<file path="config.mk">
export PLATFORM = sky130hd
export DESIGN_NAME = sort_between_min_and_max
export DESIGN_NICKNAME = d
export VERILOG_FILES = /design/src/rtl/sbmm_pkg.sv /design/src/rtl/sbmm_tracker.sv /design/src/rtl/sbmm_seq.sv /design/src/rtl/sort_between_min_and_max.sv
export SDC_FILE = /design/constraint.sdc
export NUM_CORES = 1
export LEC_CHECK = 0
export ABC_CLOCK_PERIOD_IN_PS = 12800
export BUFFER_PORTS_ARGS = -buffer_cell sky130_fd_sc_hd__buf_2
export CORE_MARGIN = 5
export CORE_UTILIZATION = 30
export CTS_CLUSTER_SIZE = 16
export DETAILED_ROUTE_END_ITERATION = 6
export GPL_ROUTABILITY_DRIVEN = 1
export GPL_TIMING_DRIVEN = 0
export MAX_ROUTING_LAYER = met4
export PLACE_DENSITY = 0.42
export SETUP_SLACK_MARGIN = 0.02
export SLEW_MARGIN = 20
export SYNTH_ARGS = -nofsm -noshare
export SYNTH_HDL_FRONTEND = slang
export SYNTH_SLANG_ARGS = --single-unit
</file>
<file path="constraint.sdc">
create_clock -name aclk -period 12.8 [get_ports aclk]
set_clock_uncertainty 0.1 [all_clocks]
set_input_delay 1.28 -clock aclk [delete_from_list [all_inputs] [get_ports aclk]]
set_output_delay 1.28 -clock aclk [all_outputs]
set_load 0.005 [all_outputs]
</file>
<file path="src/rtl/sbmm_pkg.sv">
`default_nettype none
// ----------------------------------------------------------------------------
// sbmm_pkg
// Shared types and constants for the sort-between-min-and-max block.
// ----------------------------------------------------------------------------
package sbmm_pkg;

    localparam int DATA_W               = 16;
    localparam int DEFAULT_MAX_ELEMENTS = 32;

    // sequencer to tracker control
    typedef struct packed {
        logic load;   // item accepted
        logic clear;  // set fully emitted
    } sbmm_ctrl_t;

endpackage
`default_nettype wire

</file>
<file path="src/rtl/sbmm_tracker.sv">
`default_nettype none
// ----------------------------------------------------------------------------
// sbmm_tracker
// Element count and first-minimum / first-maximum position tracking.
// ----------------------------------------------------------------------------
module sbmm_tracker
    import sbmm_pkg::*;
#(
    parameter int MAX_ELEMENTS = DEFAULT_MAX_ELEMENTS,
    localparam int CNT_W = $clog2(MAX_ELEMENTS + 1),
    localparam int POS_W = $clog2(MAX_ELEMENTS)
) (
    input  wire logic                     aclk,
    input  wire logic                     aresetn,
    input  wire sbmm_ctrl_t               ctrl,
    input  wire logic signed [DATA_W-1:0] value,
    output logic             [CNT_W-1:0]  count,
    output logic             [POS_W-1:0]  least_pos,
    output logic             [POS_W-1:0]  greatest_pos
);

    logic        [CNT_W-1:0]  count_reg;
    logic signed [DATA_W-1:0] least_reg;
    logic signed [DATA_W-1:0] greatest_reg;
    logic        [POS_W-1:0]  least_pos_reg;
    logic        [POS_W-1:0]  greatest_pos_reg;
    logic        [POS_W-1:0]  pos;
    logic                     has_room;

    assign pos      = count_reg[POS_W-1:0];
    assign has_room = count_reg < CNT_W'(MAX_ELEMENTS);

    always_ff @(posedge aclk) begin
        if (!aresetn || ctrl.clear) begin
            count_reg        <= '0;
            least_reg        <= '0;
            greatest_reg     <= '0;
            least_pos_reg    <= '0;
            greatest_pos_reg <= '0;
        end else if (ctrl.load && has_room) begin
            count_reg <= count_reg + CNT_W'(1);
            if (count_reg == '0) begin
                least_reg        <= value;
                greatest_reg     <= value;
                least_pos_reg    <= '0;
                greatest_pos_reg <= '0;
            end else begin
                if (value < least_reg) begin
                    least_reg     <= value;
                    least_pos_reg <= pos;
                end
                if (value > greatest_reg) begin
                    greatest_reg     <= value;
                    greatest_pos_reg <= pos;
                end
            end
        end
    end

    assign count        = count_reg;
    assign least_pos    = least_pos_reg;
    assign greatest_pos = greatest_pos_reg;

endmodule
`default_nettype wire

</file>
<file path="src/rtl/sbmm_seq.sv">
`default_nettype none
// ----------------------------------------------------------------------------
// sbmm_seq
// Element memory with load, in-place insertion sort and emit sequencer.
// ----------------------------------------------------------------------------
module sbmm_seq
    import sbmm_pkg::*;
#(
    parameter int MAX_ELEMENTS = DEFAULT_MAX_ELEMENTS,
    localparam int CNT_W = $clog2(MAX_ELEMENTS + 1),
    localparam int POS_W = $clog2(MAX_ELEMENTS)
) (
    input  wire logic                     aclk,
    input  wire logic                     aresetn,
    input  wire logic                     in_valid,
    output logic                          in_ready,
    input  wire logic signed [DATA_W-1:0] in_value,
    input  wire logic                     in_last,
    output logic                          out_valid,
    input  wire logic                     out_ready,
    output logic signed      [DATA_W-1:0] out_value,
    output logic                          out_last,
    input  wire logic        [CNT_W-1:0]  count,
    input  wire logic        [POS_W-1:0]  least_pos,
    input  wire logic        [POS_W-1:0]  greatest_pos,
    output sbmm_ctrl_t                    ctrl
);

    localparam logic [3:0] ST_LOAD      = 4'd0;
    localparam logic [3:0] ST_SETUP     = 4'd1;
    localparam logic [3:0] ST_OUTER     = 4'd2;
    localparam logic [3:0] ST_KEY       = 4'd3;
    localparam logic [3:0] ST_CMP       = 4'd4;
    localparam logic [3:0] ST_INS       = 4'd5;
    localparam logic [3:0] ST_EMIT_RD   = 4'd6;
    localparam logic [3:0] ST_EMIT_LD   = 4'd7;
    localparam logic [3:0] ST_EMIT_HOLD = 4'd8;

    logic        [3:0]        state_reg, state_next;
    logic        [POS_W-1:0]  lo_reg, lo_next;
    logic        [POS_W-1:0]  hi_reg, hi_next;
    logic        [POS_W-1:0]  i_reg, i_next;
    logic        [POS_W-1:0]  j_reg, j_next;
    logic        [POS_W-1:0]  k_reg, k_next;
    logic signed [DATA_W-1:0] key_reg, key_next;
    logic signed [DATA_W-1:0] out_value_reg, out_value_next;
    logic                     out_valid_reg, out_valid_next;
    logic                     out_last_reg, out_last_next;

    logic        [DATA_W-1:0] mem [MAX_ELEMENTS];
    logic signed [DATA_W-1:0] rd_data_reg;
    logic        [POS_W-1:0]  rd_addr;
    logic        [POS_W-1:0]  wr_addr;
    logic        [DATA_W-1:0] wr_data;
    logic                     wr_en;

    logic                     accept;
    logic        [POS_W-1:0]  pos_min, pos_max;

    assign accept  = in_valid && in_ready;
    assign pos_min = (least_pos < greatest_pos) ? least_pos : greatest_pos;
    assign pos_max = (least_pos < greatest_pos) ? greatest_pos : least_pos;

    always_ff @(posedge aclk) begin
        if (wr_en) begin
            mem[wr_addr] <= wr_data;
        end
        rd_data_reg <= $signed(mem[rd_addr]);
    end

    always_comb begin
        state_next     = state_reg;
        lo_next        = lo_reg;
        hi_next        = hi_reg;
        i_next         = i_reg;
        j_next         = j_reg;
        k_next         = k_reg;
        key_next       = key_reg;
        out_value_next = out_value_reg;
        out_valid_next = out_valid_reg;
        out_last_next  = out_last_reg;
        rd_addr        = '0;
        wr_addr        = '0;
        wr_data        = '0;
        wr_en          = 1'b0;
        in_ready       = 1'b0;
        ctrl           = '0;

        unique case (state_reg)
            ST_LOAD: begin
                in_ready  = 1'b1;
                ctrl.load = in_valid;
                wr_addr   = count[POS_W-1:0];
                wr_data   = in_value;
                wr_en     = accept && (count < CNT_W'(MAX_ELEMENTS));
                if (accept && in_last) begin
                    state_next = ST_SETUP;
                end
            end
            ST_SETUP: begin
                lo_next = pos_min;
                hi_next = pos_max;
                i_next  = pos_min + POS_W'(2);
                k_next  = '0;
                if ({1'b0, pos_max} > ({1'b0, pos_min} + (POS_W+1)'(1))) begin
                    state_next = ST_OUTER;
                end else begin
                    state_next = ST_EMIT_RD;
                end
            end
            ST_OUTER: begin
                rd_addr = i_reg;
                if (i_reg < hi_reg) begin
                    state_next = ST_KEY;
                end else begin
                    state_next = ST_EMIT_RD;
                end
            end
            ST_KEY: begin
                key_next   = rd_data_reg;
                j_next     = i_reg;
                rd_addr    = i_reg - POS_W'(1);
                state_next = ST_CMP;
            end
            ST_CMP: begin
                wr_en   = 1'b1;
                wr_addr = j_reg;
                if (rd_data_reg > key_reg) begin
                    wr_data = rd_data_reg;
                    j_next  = j_reg - POS_W'(1);
                    rd_addr = j_reg - POS_W'(2);
                    if ({1'b0, j_reg} > ({1'b0, lo_reg} + (POS_W+1)'(2))) begin
                        state_next = ST_CMP;
                    end else begin
                        state_next = ST_INS;
                    end
                end else begin
                    wr_data    = key_reg;
                    i_next     = i_reg + POS_W'(1);
                    state_next = ST_OUTER;
                end
            end
            ST_INS: begin
                wr_en      = 1'b1;
                wr_addr    = j_reg;
                wr_data    = key_reg;
                i_next     = i_reg + POS_W'(1);
                state_next = ST_OUTER;
            end
            ST_EMIT_RD: begin
                rd_addr    = k_reg;
                state_next = ST_EMIT_LD;
            end
            ST_EMIT_LD: begin
                out_value_next = rd_data_reg;
                out_valid_next = 1'b1;
                out_last_next  = (CNT_W'(k_reg) + CNT_W'(1)) == count;
                state_next     = ST_EMIT_HOLD;
            end
            ST_EMIT_HOLD: begin
                if (out_ready) begin
                    out_valid_next = 1'b0;
                    if (out_last_reg) begin
                        ctrl.clear = 1'b1;
                        state_next = ST_LOAD;
                    end else begin
                        k_next     = k_reg + POS_W'(1);
                        state_next = ST_EMIT_RD;
                    end
                end
            end
            default: begin
                state_next = ST_LOAD;
            end
        endcase
    end

    always_ff @(posedge aclk) begin
        if (!aresetn) begin
            state_reg     <= ST_LOAD;
            out_valid_reg <= 1'b0;
        end else begin
            state_reg     <= state_next;
            out_valid_reg <= out_valid_next;
        end
        lo_reg        <= lo_next;
        hi_reg        <= hi_next;
        i_reg         <= i_next;
        j_reg         <= j_next;
        k_reg         <= k_next;
        key_reg       <= key_next;
        out_value_reg <= out_value_next;
        out_last_reg  <= out_last_next;
    end

    assign out_valid = out_valid_reg;
    assign out_value = out_value_reg;
    assign out_last  = out_last_reg;

endmodule
`default_nettype wire

</file>
<file path="src/rtl/sort_between_min_and_max.sv">
`default_nettype none
// Loading: one item per cycle, ready held high until the item marked last.
// Sort: setup; each inner element but the first takes outer, key and compare steps
// plus one per shift, then exit; the single-port-write element memory sets this pace.
// Emit: read, load and hold per result, the hold waiting out stalls; ready is low meanwhile.
// Reset (aresetn low, synchronous) clears the sequencer, count and trackers.
// ----------------------------------------------------------------------------
// sort_between_min_and_max
// Loads a signed set, sorts the elements strictly between the first minimum
// and first maximum positions, and streams the whole set back out.
// ----------------------------------------------------------------------------
module sort_between_min_and_max
    import sbmm_pkg::*;
#(
    parameter int MAX_ELEMENTS = DEFAULT_MAX_ELEMENTS
) (
    input  wire logic        aclk,
    input  wire logic        aresetn,
    input  wire logic        s_tvalid,
    output logic             s_tready,
    input  wire logic [15:0] s_tdata,   // [15:0] sample_value
    input  wire logic        s_tlast,   // last_item
    output logic             m_tvalid,
    input  wire logic        m_tready,
    output logic      [15:0] m_tdata,   // [15:0] out_value
    output logic             m_tlast    // out_last
);

    localparam int CNT_W = $clog2(MAX_ELEMENTS + 1);
    localparam int POS_W = $clog2(MAX_ELEMENTS);

    sbmm_ctrl_t               ctrl;
    logic        [CNT_W-1:0]  count;
    logic        [POS_W-1:0]  least_pos;
    logic        [POS_W-1:0]  greatest_pos;
    logic signed [DATA_W-1:0] out_value;

    sbmm_tracker #(
        .MAX_ELEMENTS (MAX_ELEMENTS)
    ) u_tracker (
        .aclk         (aclk),
        .aresetn      (aresetn),
        .ctrl         (ctrl),
        .value        ($signed(s_tdata)),
        .count        (count),
        .least_pos    (least_pos),
        .greatest_pos (greatest_pos)
    );

    sbmm_seq #(
        .MAX_ELEMENTS (MAX_ELEMENTS)
    ) u_seq (
        .aclk         (aclk),
        .aresetn      (aresetn),
        .in_valid     (s_tvalid),
        .in_ready     (s_tready),
        .in_value     ($signed(s_tdata)),
        .in_last      (s_tlast),
        .out_valid    (m_tvalid),
        .out_ready    (m_tready),
        .out_value    (out_value),
        .out_last     (m_tlast),
        .count        (count),
        .least_pos    (least_pos),
        .greatest_pos (greatest_pos),
        .ctrl         (ctrl)
    );

    assign m_tdata = out_value;

endmodule
`default_nettype wire

</file>
; ---- After elaboration in Yosys (flattened, before gate mapping)
; Memory sizes are Yosys's and may differ from the RTL's. A register that Yosys moved wholly into a read port is not among the register bits.
; Index checks and enable logic that the tools add are counted.
[word_totals]
reg_bits = 111
ramBits = 512
inputBits = 21
out_inout_bits = 19
wordCells = 110
n_memories = 1
[mem_list]
columns = name, words, width, rd, rd_clocked_by_memory_dff, write_ports, line
row1 = u_seq.mem, 32, 16, 1, 1, 1, sbmm_seq.sv:50  ; logic [DATA_W-1:0] mem [MAX_ELEMENTS];
[op_classes]
n_addsub = 10
n_lt_le_gt_ge = 8
eq_ne = 14
mux = 40
n_reduce_logical = 22
[op_table]
columns = op, n
row1 = 2-to-1 mux 16 bit, 5
row2 = 2-to-1 mux 5 bit, 11
row3 = one-hot mux 16 bit (3 select lines), 1
row4 = one-hot mux 4 bit (9 select lines), 1
row5 = > comparator 16 bit, 2
row6 = one-hot mux 5 bit (2 select lines), 3
row7 = one-hot mux 5 bit (4 select lines), 1
row8 = == test 4 x 3 -> 1 bit (second input constant), 4
row9 = less-than comparator 16 bit, 1
row10 = one-hot mux 5 bit (3 select lines), 1
row11 = adder 5 x 1 -> 6 bit (second input constant), 2
row12 = > comparator 5 x 6 -> 1 bit, 2
row13 = 2-to-1 mux 3 bit, 4
row14 = AND reduction 2 bit, 6
row15 = adder 5 x 1 -> 5 bit (second input constant), 2
row16 = less-than comparator 5 bit, 2
row17 = nonzero test 2 bit, 5
row18 = subtractor 5 x 1 -> 5 bit (second input constant), 2
row19 = 2-to-1 mux 1 bit, 9
row20 = == test 4 x 2 -> 1 bit (second input constant), 2
row21 = 2-to-1 mux 4 bit, 2
row22 = adder 5 x 2 -> 6 bit (second input constant), 1
row23 = adder 6 x 1 -> 6 bit (second input constant), 1
row24 = == test 6 bit, 1
row25 = other kinds (16), 23

; ---- Longest topological paths before layout
; Gate-level depths: netlist (run 1).
[logic_depth]
depth_word = 7
depth_mapped = 21
mapped_depth_nobuf = 20

; ---- Modules after synthesis
; From an unflattened synthesis (run 1), not the netlist that was laid out.
[unflattened]
hier_cells = 2157
area_unflattened_um2 = 27284.9
[modules_own_cells]
columns = mod, instances, cells_per_inst, area_per_inst_um2
row1 = sbmm_seq, 1, 1844, 24587.3
row2 = sbmm_tracker, 1, 313, 2697.6

; ---- Worst setup path before layout (run 1)
; OpenSTA, ideal clock, no wires.
[synth_path]
path_type = register to register
from = register u_seq.key_reg[9]
to = memory u_seq.mem[0][10] (data pin)
t_arrival_ns = 3.906
required_time_ns = 12.246
path_slack_ns = 8.340
path_stages_with_launch = 12
n_path_buf = 2
synth_period_minus_slack_ns = 4.460
cell_sequence = edfxtp_1 -> inv_1 -> ha_1 -> a21o_1 -> a221o_1 -> o211ai_1 -> a31oi_1 -> nor4_4 -> buf_2 -> buf_2 -> mux2i_1 -> o21ai_0
[synth_between]
elab_chain_len = 3
[synth_rtl]
columns = element, line
row1 = from (decl), sbmm_seq.sv:45  ; logic signed [DATA_W-1:0] key_reg, key_next;
row2 = from (signal assigned), sbmm_seq.sv:191  ; key_reg <= key_next;
row3 = > comparator 16 bit, sbmm_seq.sv:128  ; if (rd_data_reg > key_reg) begin
row4 = 2-to-1 mux 16 bit, sbmm_seq.sv:128
row5 = one-hot mux 16 bit (3 select lines), sbmm_seq.sv:89  ; unique case (state_reg)
row6 = net u_seq.wr_data[10], sbmm_seq.sv:54  ; logic [DATA_W-1:0] wr_data;
row7 = to (decl), sbmm_seq.sv:50
; The timed path passes the listed nets, and every way through them passes these cells.

; ---- Worst setup path in the final report (run 1)
[layout_path]
from = register u_seq.state_reg[0]
to = register u_seq.rd_data_reg[12] (read register of u_seq.mem)
[layout_between]
elab_chain_len = 2
word_cells_on_any_way = 5
cone_classes = 4 x eq/ne / 1 x mux
[layout_rtl]
columns = element, line
row1 = from (decl), sbmm_seq.sv:39  ; logic [3:0] state_reg, state_next;
row2 = from (signal assigned), sbmm_seq.sv:183  ; state_reg <= state_next;
row3 = == test 4 x 3 -> 1 bit / == test 4 x 2 -> 1 bit (equally long branches), sbmm_seq.sv:89
row4 = one-hot mux 5 bit (4 select lines) *, sbmm_seq.sv:89
row5 = to (decl), sbmm_seq.sv:51  ; logic signed [DATA_W-1:0] rd_data_reg;
; Mark *: on every way between the ends. The rest lies on a longest branch, timed or not.
; A chain may end at the register's enable or synchronous reset.

==> results of run 1 <==
## worst max path at each step
stage / from / slack [ps] / cells after the start / end
after floorplan: u_seq.key_reg[9] / 8340 / 11 / u_seq.mem[0][10]
after CTS: u_seq.state_reg[0] / 7220 / 12 / u_seq.rd_data_reg[11]
after global placement: u_seq.rd_data_reg[9] / 4110 / 10 / u_seq.mem[8][7]
after detailed placement: u_seq.state_reg[0] / 7260 / 12 / u_seq.rd_data_reg[11]
final: u_seq.state_reg[0] / 7170 / 12 / u_seq.rd_data_reg[12]
after global routing: u_seq.state_reg[0] / 6920 / 12 / u_seq.rd_data_reg[11]
## Yosys cell counts (18+ instances only)
master,instances,share of area
mux2i_1,43,0.016
inv_1,81,0.011
a21oi_1,181,0.033
o21ai_0,55,0.010
a32o_1,128,0.047
and4_1,18,0.0058
dfxtp_1,69,0.050
edfxtp_1,570,0.63
nor2_1,68,0.0093
clkbuf_1,96,0.013
nand3_1,32,0.0059
ha_1,77,0.035
nand2_1,491,0.067
a22oi_1,65,0.018
buf_2,26,0.0048
## tightest hold or removal path: cells and delay by family, from the launching register on
family / cells / cell delay, ps
flops: 1 / 310
simple gates: 1 / 50
mux: 1 / 50
## per-stage QoR
| stage | std cells | util |
|---|---|---|
| after floorplan | 2182 | - |
| after global placement | 3397 | 0.322 |
| after detailed placement | 3438 | 0.333 |
| after CTS | 3570 | 0.358 |
| after global routing | 3571 | 0.358 |
| final | 3572 | 0.358 |
## kinds of logic (layout without fill, tap and decap cells)
kind of cell    after synthesis  in the layout  share of synthesized area
flops                       639            639                      0.676
compound gates              501            501                      0.128
buf+inv                     216            428                     0.0308
mux                          46             46                     0.0170
fa+ha+maj                    77             77                     0.0352
other cells                   0              2                          0
simple gates                679            679                      0.106
xor+xnor                     24             24                    0.00768
## cells in the final DEF (no fill, tap or decap), drive strengths merged, types with 10 or more instances in the layout
| master | instances |
|---|---|
| nand2 | 491 |
| a32o | 128 |
| nor2 | 68 |
| nand4 | 10 |
| clkbuf | 195 |
| edfxtp | 570 |
| xor2 | 12 |
| a21o | 15 |
| and3 | 12 |
| o21ai | 56 |
| mux2i | 43 |
| a22oi | 65 |
| nor2b | 10 |
| ha | 77 |
| xnor2 | 12 |
| clkinv | 31 |
| nand3 | 32 |
| a21oi | 181 |
| inv | 83 |
| and4 | 18 |
| dfxtp | 69 |
| nand2b | 12 |
| buf | 119 |
## cell type report
class,instances,share of cell area
clock buffer,99,0.0608
clock inverter,33,0.00848
multi-input combinational,1327,0.258
buffer,135,0.0168
antenna,2,0.000155
tap,1176,0.0455
timing repair buffer,80,0.0290
sequential,639,0.572
inverter,81,0.00941
## layer usage
layer / wire [µm] / track usage / share of wire
met2: 42800 / 0.300 / 0.47
met3: 4260 / 0.0268 / 0.047
met1: 41600 / 0.255 / 0.46
met4: 2730 / 0.0554 / 0.030
met5: 0 / - / 0
## power by group
part           switching (mW)  internal, mW  total (mW)
Sequential             0.0794          2.54        2.62
Clock                   0.878          1.09        1.97
Combinational           0.989         0.437        1.43
Total                    1.95          4.07        6.01
==> flow_summary_export.csv, run 1 <==
group,metric,value,unit
critical_path,cpMaxStageDelayCell,"clkbuf_1",
yosys,synthFlopType,"edfxtp_1",
finish,nets,2435,
yosys,syn-num-nets,2280,
yosys,ys_ff_latch,639,
finish,nFillCells,8856,
clock_network,cts_tree,"yes",
detailed_routing,wl,91400,µm
hold_path,hp-class,"flip-flop to flip-flop",
floorplanning,die_x,312,µm
detailed_routing,first_pass_iters,5,
status,outcome,"completed",
floorplanning,die_h,312,µm
clock_network,numCtsBuffers,73,
placed_design,place_hpwl,65000,µm
yosys,ys_seq_area_frac,0.676,
power_and_ir_drop,totalPowerFinal,6.01,mW
power_and_ir_drop,power_density,186,nW/µm²
yosys,synth_cells,2182,
yosys,synth_area,27400,µm²
sta,rsz0062_at_grt,"no",
yosys,synthArstFlopShare,0,
power_and_ir_drop,peakVddDrop,0.000110,V
global_route,grt_pass1_wl,132000,µm
finish,multiInputGateArea,8330,µm²
critical_path,cp_common_cell,"clkbuf_1",
critical_path,arrival,6070,ps
detailed_routing,drc,0,
finish,area_delta_synth_final,18.1,%
clock_network,cts.path.max_buffers,3,
detailed_routing,wl_per_cell,25.6,µm
finish,final_area,32300,µm²
floorplanning,core_area,90300,µm²
floorplanning,placementRows,110,
clock_network,hold_buffers,0,
global_route,grtUsageTotal,0.189,
placed_design,dpl_cell_area,30100,µm²
critical_path,worstPathMaxFanout,17,
clock_network,htreeDepth,3,
critical_path,rr_endpoint,"u_seq.rd_data_reg[12]",
critical_path,cp.required,13230,ps
detailed_routing,final_antenna_net_count,0,
critical_path,cp-end-kind,"flip-flop",
global_route,overflow,0,
critical_path,crit_type,"flip-flop to flip-flop",
yosys,postSynthAreaPerCell,12.5,µm²
sta,setup_violations,0,
hold_path,min_path_cells,2,
finish,regArea,18500,µm²
floorplanning,dieArea,97400,µm²
sta,slew_viol_final,0,
yosys,synth_edf_count,570,
detailed_routing,drtIter0Drc,1554,
critical_path,critPathTopFamily,"buffers and inverters",
finish,drive_gt1_frac,0.110,
floorplanning,start_util,0.303,
clock_network,clock_latency,640,ps
hold_path,whs_endpoint,"u_tracker.least_reg[5]",
sta,fin_tns_setup,0,ps
global_route,antenna_found_initial,2,
critical_path,path_cells,"clkbuf_1, nor2b_1, nand3b_1, inv_1, a21oi_1, o31ai_2, clkbuf_1, clkbuf_1, nand2_1, a32o_1, a22oi_1, and4_1",
placed_design,port-buffer-count,39,
sta,period_share,0.440,
global_route,grt_pass1_vias,18435,
floorplanning,ios,40,
hold_path,hold_start,"u_tracker.least_reg[5]",
sta,max_freq,178,MHz
clock_network,cts.sinks,639,
global_route,grt_max_degree,25,
yosys,synth_cell_types,57,
sta,worst_pin_slew,1050,ps
critical_path,timing.rr.start,"u_seq.state_reg[0]",
detailed_routing,viasPerCell,5.19,
critical_path,worst_r2r_path_depth,12,
sta,fin_ws,7170,ps
placed_design,pre_cts_slack,7260,ps
sta,hold_violations,0,
placed_design,gp_congestion,0.853,
clock_network,cts.repair.resized,0,
finish,top_register,"u_seq.mem",
finish,largest_reg_flops,512,
yosys,yosysWarningCount,0,
critical_path,cpPeakStageDelay,740,ps
sta,period_needed,5630,ps
clock_network,cts_setup_buffers,0,
power_and_ir_drop,p_leak,10.9,nW
critical_path,cp-start-kind,"flip-flop",
detailed_routing,vias,18534,
critical_path,path_buf_inv,4,
sta,whs,358,ps
clock_network,clk_pin_slew,60,ps
flow_run,maxCapViolCount,0,
clock_network,cts_root_buf,"clkbuf_16",
sta,relSlewSlack,0.302,
critical_path,setup.reg_to_reg.worst_slack,7170,ps
No activity file was read; power rests on OpenSTA's default activity.
==> run 2: changes to the inputs <==
Settings changed: ABC_CLOCK_PERIOD_IN_PS 12800 to 5000, PLACE_DENSITY 0.42 to 0.43.
Clock period 12.8 ns to 5 ns, I/O delays scaled along.
==> run 2 against run 1 <==
  * The flow now finishes with violations (setup timing)
  * Clock-buffer cell count fell by 2
  * Fmax up 12%
  * Global-route usage about the same
  * First-iteration DRC count up 15%
  * Sequential share of layout area shrank 0.31 points
==> flow_summary_export.csv, run 2 (synthesis gave the netlist of run 1 again) <==
group,metric,value,unit
power_and_ir_drop,p_leak,11.0,nW
critical_path,path_depth,12,
floorplanning,ios,40,
clock_network,cts_tree,"yes",
power_and_ir_drop,peakVddDrop,0.000286,V
sta,worst_pin_slew,915,ps
finish,top_register,"u_seq.mem",
critical_path,startpoint,"u_seq.rd_data_reg[9]",
critical_path,path_cells,"ha_1, a21o_1, a221o_1, o211ai_1, a31oi_1, o31ai_1, buf_2, buf_1, a21oi_1, a32o_1, a22oi_1, and4_1",
detailed_routing,met3_wirelength,4750,µm
hold_path,hp-class,"input pin to flip-flop",
finish,nets,2439,
sta,hold_violations,0,
critical_path,worst_r2r_path_depth,12,
finish,drive_gt1_frac,0.119,
hold_path,hold_start,"aresetn",
floorplanning,core_area,90300,µm²
clock_network,cts.sinks,639,
finish,area_delta_synth_final,18.7,%
critical_path,path_buf_inv,2,
critical_path,cpMaxStageDelayCell,"o31ai_1",
placed_design,place_inst,3440,
detailed_routing,wl_met2,42700,µm
floorplanning,start_util,0.303,
finish,final_area,32500,µm²
sta,relSlewSlack,0.387,
clock_network,clk_pin_slew,50,ps
global_route,overflow,0,
global_route,antenna_found_initial,4,
critical_path,critPathTopFamily,"compound AO/OA/AOI/OAI gates",
clock_network,cts_root_buf,"clkbuf_16",
finish,final_common_cell,"edfxtp_1",
placed_design,place_hpwl,64900,µm
finish,largest_reg_flops,512,
detailed_routing,highest_layer,"met4",
power_and_ir_drop,seq_power_share,0.428,
sta,max_freq,199,MHz
power_and_ir_drop,power_frac_comb,0.235,
global_route,grt_max_degree,25,
clock_network,cts.path.max_buffers,3,
detailed_routing,viasPerCell,5.26,
floorplanning,die_x,312,µm
sta,period_needed,5020,ps
global_route,grt_pass1_wl,132000,µm
detailed_routing,drc,0,
sta,slew_viol_final,0,
global_route,grt_pass1_vias,18619,
finish,fin_cells,3575,
detailed_routing,wl,91800,µm
sta,fin_tns_setup,-24.7,ps
power_and_ir_drop,power_density,482,nW/µm²
critical_path,cp-end-kind,"flip-flop",
critical_path,arrival,5450,ps
clock_network,numCtsBuffers,74,
detailed_routing,final_antenna_net_count,0,
status,violations,"setup timing",
global_route,grtUsageTotal,0.189,
hold_path,min_path_cells,3,
sta,period_share,1.00,
sta,fin_ws,-24.7,ps
detailed_routing,drt-met1-wl,41700,µm
status,outcome,"finished with violations",
critical_path,cp-start-kind,"flip-flop",
power_and_ir_drop,netSwitchingFraction,0.319,
detailed_routing,first_pass_iters,5,
finish,final_cell_mix,"570 x edfxtp_1, 491 x nand2_1, 181 x a21oi_1",
floorplanning,placementRows,110,
detailed_routing,vias,18806,
flow_run,maxCapViolCount,0,
power_and_ir_drop,intPower,10.7,mW
critical_path,cp.required,5420,ps
sta,setup_violations,1,
sta,rsz0062_at_grt,"no",
critical_path,crit_type,"flip-flop to flip-flop",
floorplanning,dieArea,97400,µm²
power_and_ir_drop,switchingPower,4.99,mW
detailed_routing,drtIter0Drc,1781,
sta,whs,81.9,ps
clock_network,htreeDepth,3,
critical_path,cpPeakStageDelay,550,ps
clock_network,clock_latency,640,ps
critical_path,worstPathMaxFanout,10,
critical_path,timing.rr.start,"u_seq.rd_data_reg[9]",
detailed_routing,wl_per_cell,25.7,µm
floorplanning,die_h,312,µm
placed_design,port-buffer-count,39,
placed_design,dpl_cell_area,30100,µm²
power_and_ir_drop,power_frac_clock,0.337,
placed_design,gp_congestion,0.868,
[run 2: changes by cell type in the layout (fill, tap and decap cells not counted), sizes merged]
cell | before | now
buf | 119 | 122
bufinv | 0 | 3
clkinv | 31 | 28
clkbuf | 195 | 193
inv | 83 | 85
clkinvlp | 0 | 1
diode | 2 | 1
[run 2: worst register-to-register path, delay by kind of cell, from the launching register on]
family	cells	cell delay [ps]
AOI/OAI and AO/OA	8	2510
adders and majority gates	1	300
buffers and inverters	2	1060
DFF	1	450
and+or+nand+nor	1	480
[run 2: power by group through the flow]
stage / clock, mW / sequential, mW / combinational (mW)
finish: 5.27 / 6.71 / 3.68
floorplan: 0 / 6.75 / 1.79
CTS: 5.39 / 6.71 / 3.69
global placement: 0 / 6.93 / 3.21
global route: 5.61 / 6.73 / 3.90
detailed placement: 0 / 6.82 / 3.68
[run 2: repair_timing]
action	in CTS	in global routing
endpoints found under the setup margin	16	14
resized for setup	8	10
setup buffers	0	1
hold buffers	0	0
[run 2: cell type report]
class | instances | area (µm²)
multi-input cells | 1327 | 8330
plain buffers | 135 | 556
clock buffers | 97 | 2020
clock inverters | 36 | 332
fillers | 8768 | 57800
flip-flops and latches | 639 | 18500
inverters | 81 | 308
repair buffers | 83 | 982
well taps | 1176 | 1470
diodes | 1 | 2.50
[run 2: routing by layer]
| metal | vias up | GRT usage |
|---|---|---|
| met4 | 0 | 0.0536 |
| met2 | 566 | 0.298 |
| met1 | 9618 | 0.257 |
| met5 | - | - |
| li1 | 8477 | - |
| met3 | 145 | 0.0270 |
[run 2: per-stage QoR]
stage,utilization,power (mW),worst slack (ps)
after CTS,0.360,15.8,43.3
after detailed placement,0.334,10.5,-562
after global routing,0.360,16.2,36.5
after floorplan,-,8.54,540
final,0.360,15.7,-24.7
after global placement,0.322,10.1,-3730
[run 2: path summary, 6_finish.rpt]
path / end / slack (ps)
min reg2reg: u_tracker.least_reg[15] / 360
max: u_seq.rd_data_reg[9] / -20
min: u_seq.out_valid / 80
max reg2reg: u_seq.rd_data_reg[9] / -20
==> run 3: changes to the inputs <==
Settings changed: TNS_END_PERCENT set to 50.
==> run 3 against run 2 <==
  * The run now ends clean
  * Utilization about the same
  * Non-clock buffer count unchanged
  * Combinational power about the same
  * Cell count about the same
  * Sequential cell count unchanged
  * Hold slack better by 1.6 ps
  * Sequential share of layout area about the same
  * Routed wire length about the same
  * Design area about the same
  * Fmax up 0.86%
  * Critical path type unchanged
  * Largest power group unchanged
  * Highest routed layer unchanged
==> flow_summary_export.csv, run 3 (synthesis gave the netlist of run 1 again) <==
group,metric,value,unit
clock_network,clock_latency,640,ps
floorplanning,dieArea,97400,µm²
placed_design,place_hpwl,64900,µm
global_route,grt_pass1_wl,132000,µm
clock_network,clk_pin_slew,50,ps
detailed_routing,first_pass_iters,5,
critical_path,cp.required,5430,ps
global_route,antenna_found_initial,4,
sta,max_freq,201,MHz
global_route,grt_pass1_vias,18619,
critical_path,worstPathMaxFanout,10,
floorplanning,die_x,312,µm
sta,hold_violations,0,
sta,relSlewSlack,0.371,
power_and_ir_drop,power_density,481,nW/µm²
detailed_routing,final_antenna_net_count,0,
sta,rsz0062_at_grt,"yes",
power_and_ir_drop,totalPowerFinal,15.6,mW
power_and_ir_drop,peakVddDrop,0.000286,V
finish,largest_reg_flops,512,
finish,area_delta_synth_final,18.8,%
detailed_routing,viasPerCell,5.25,
finish,final_cell_mix,"570 x edfxtp_1, 491 x nand2_1, 181 x a21oi_1",
global_route,grtUsageTotal,0.189,
finish,final_common_cell,"edfxtp_1",
clock_network,cts_root_buf,"clkbuf_16",
global_route,grt_max_degree,25,
sta,setup_violations,0,
sta,worst_pin_slew,943,ps
clock_network,cts.path.max_buffers,3,
clock_network,numCtsBuffers,74,
hold_path,hp-class,"input pin to flip-flop",
floorplanning,die_h,312,µm
placed_design,port-buffer-count,39,
floorplanning,placementRows,110,
sta,whs,83.5,ps
detailed_routing,drtIter0Drc,1734,
finish,top_register,"u_seq.mem",
sta,slew_viol_final,0,
clock_network,cts.sinks,639,
sta,period_share,0.996,
finish,nFillCells,8765,
sta,period_needed,4980,ps
floorplanning,start_util,0.303,
power_and_ir_drop,p_leak,11.0,nW
global_route,overflow,0,
detailed_routing,wl_per_cell,25.6,µm
clock_network,cts_tree,"yes",
status,outcome,"completed",
floorplanning,core_area,90300,µm²
detailed_routing,vias,18766,
finish,final_area,32500,µm²
critical_path,cp-start-kind,"flip-flop",
placed_design,dpl_cell_area,30100,µm²
flow_run,maxCapViolCount,0,
critical_path,cp-end-kind,"flip-flop",
critical_path,crit_type,"flip-flop to flip-flop",
clock_network,htreeDepth,3,
detailed_routing,wl,91700,µm
critical_path,arrival,5420,ps
placed_design,gp_congestion,0.868,
floorplanning,ios,40,
detailed_routing,drc,0,
finish,nets,2439,
finish,drive_gt1_frac,0.119,
==> run 3: final timing paths <==
| check | startpoint | depth (start not counted) | slack (ps) | endpoint |
|---|---|---|---|---|
| max | u_seq.rd_data_reg[9] | 12 | 20 | u_seq.rd_data_reg[14] |
| min | aresetn | 3 | 80 | u_seq.out_valid |
| max reg2reg | u_seq.rd_data_reg[9] | 12 | 20 | u_seq.rd_data_reg[14] |
| min reg2reg | u_tracker.least_reg[15] | 2 | 360 | u_tracker.least_reg[15] |
==> run 3: metal layers <==
metal	part of all wire	global-route usage	vias to the layer above	routed length [µm]
li1	-	-	8473	-
met1	0.45	0.257	9552	41200
met2	0.46	0.298	598	42600
met3	0.057	0.0270	143	5230
met4	0.029	0.0536	0	2630
met5	0	-	-	0
==> run 3: power breakdown <==
group	internal, mW	total (mW)	leakage, nW	switching (mW)
Clock	3.03	5.27	1.15	2.24
Combinational	1.14	3.67	4.10	2.53
Sequential	6.50	6.70	5.74	0.206
Total	10.7	15.6	11.0	4.98
==> run 3: metrics by stage <==
step | cells | utilization | worst slack [ps] | setup TNS (ps)
CTS | 3573 | 0.360 | 43.3 | 0
global route | 3574 | 0.360 | -56.5 | -56.5
detailed placement | 3440 | 0.334 | -562 | -5940
global placement | 3397 | 0.322 | -3730 | -1436900
finish | 3576 | 0.360 | 18.1 | 0
floorplan | 2182 | - | 540 | 0
==> run 3: worst max-delay path: stages (launching register included) <==
cell	delay (ps)
dfxtp_1	430
ha_1	290
a21o_1	190
a221o_1	360
o211ai_1	220
a31oi_1	310
o31ai_1	550
buf_2	450
clkbuf_1	750
a21oi_1	100
a32o_1	340
a22oi_1	370
and4_1	400
==> run 3: final cells by class <==
| type | instances | area [µm²] | share of cell area |
|---|---|---|---|
| antenna | 2 | 5.00 | 0.000154 |
| buffer | 135 | 554 | 0.0171 |
| clock buffer | 97 | 2020 | 0.0622 |
| clock inverter | 36 | 332 | 0.0102 |
| inverter | 81 | 308 | 0.00947 |
| multi-input combinational | 1327 | 8330 | 0.256 |
| sequential | 639 | 18500 | 0.569 |
| tap | 1176 | 1470 | 0.0453 |
| timing repair buffer | 83 | 982 | 0.0302 |
==> run 3: repair_timing <==
| item | CTS | global route |
|---|---|---|
| endpoints found under the setup margin | 16 | 14 |
| hold endpoints to repair | 0 | 0 |
| hold buffers | 0 | 0 |
| resized for setup | 8 | 7 |
| setup buffers | 0 | 1 |
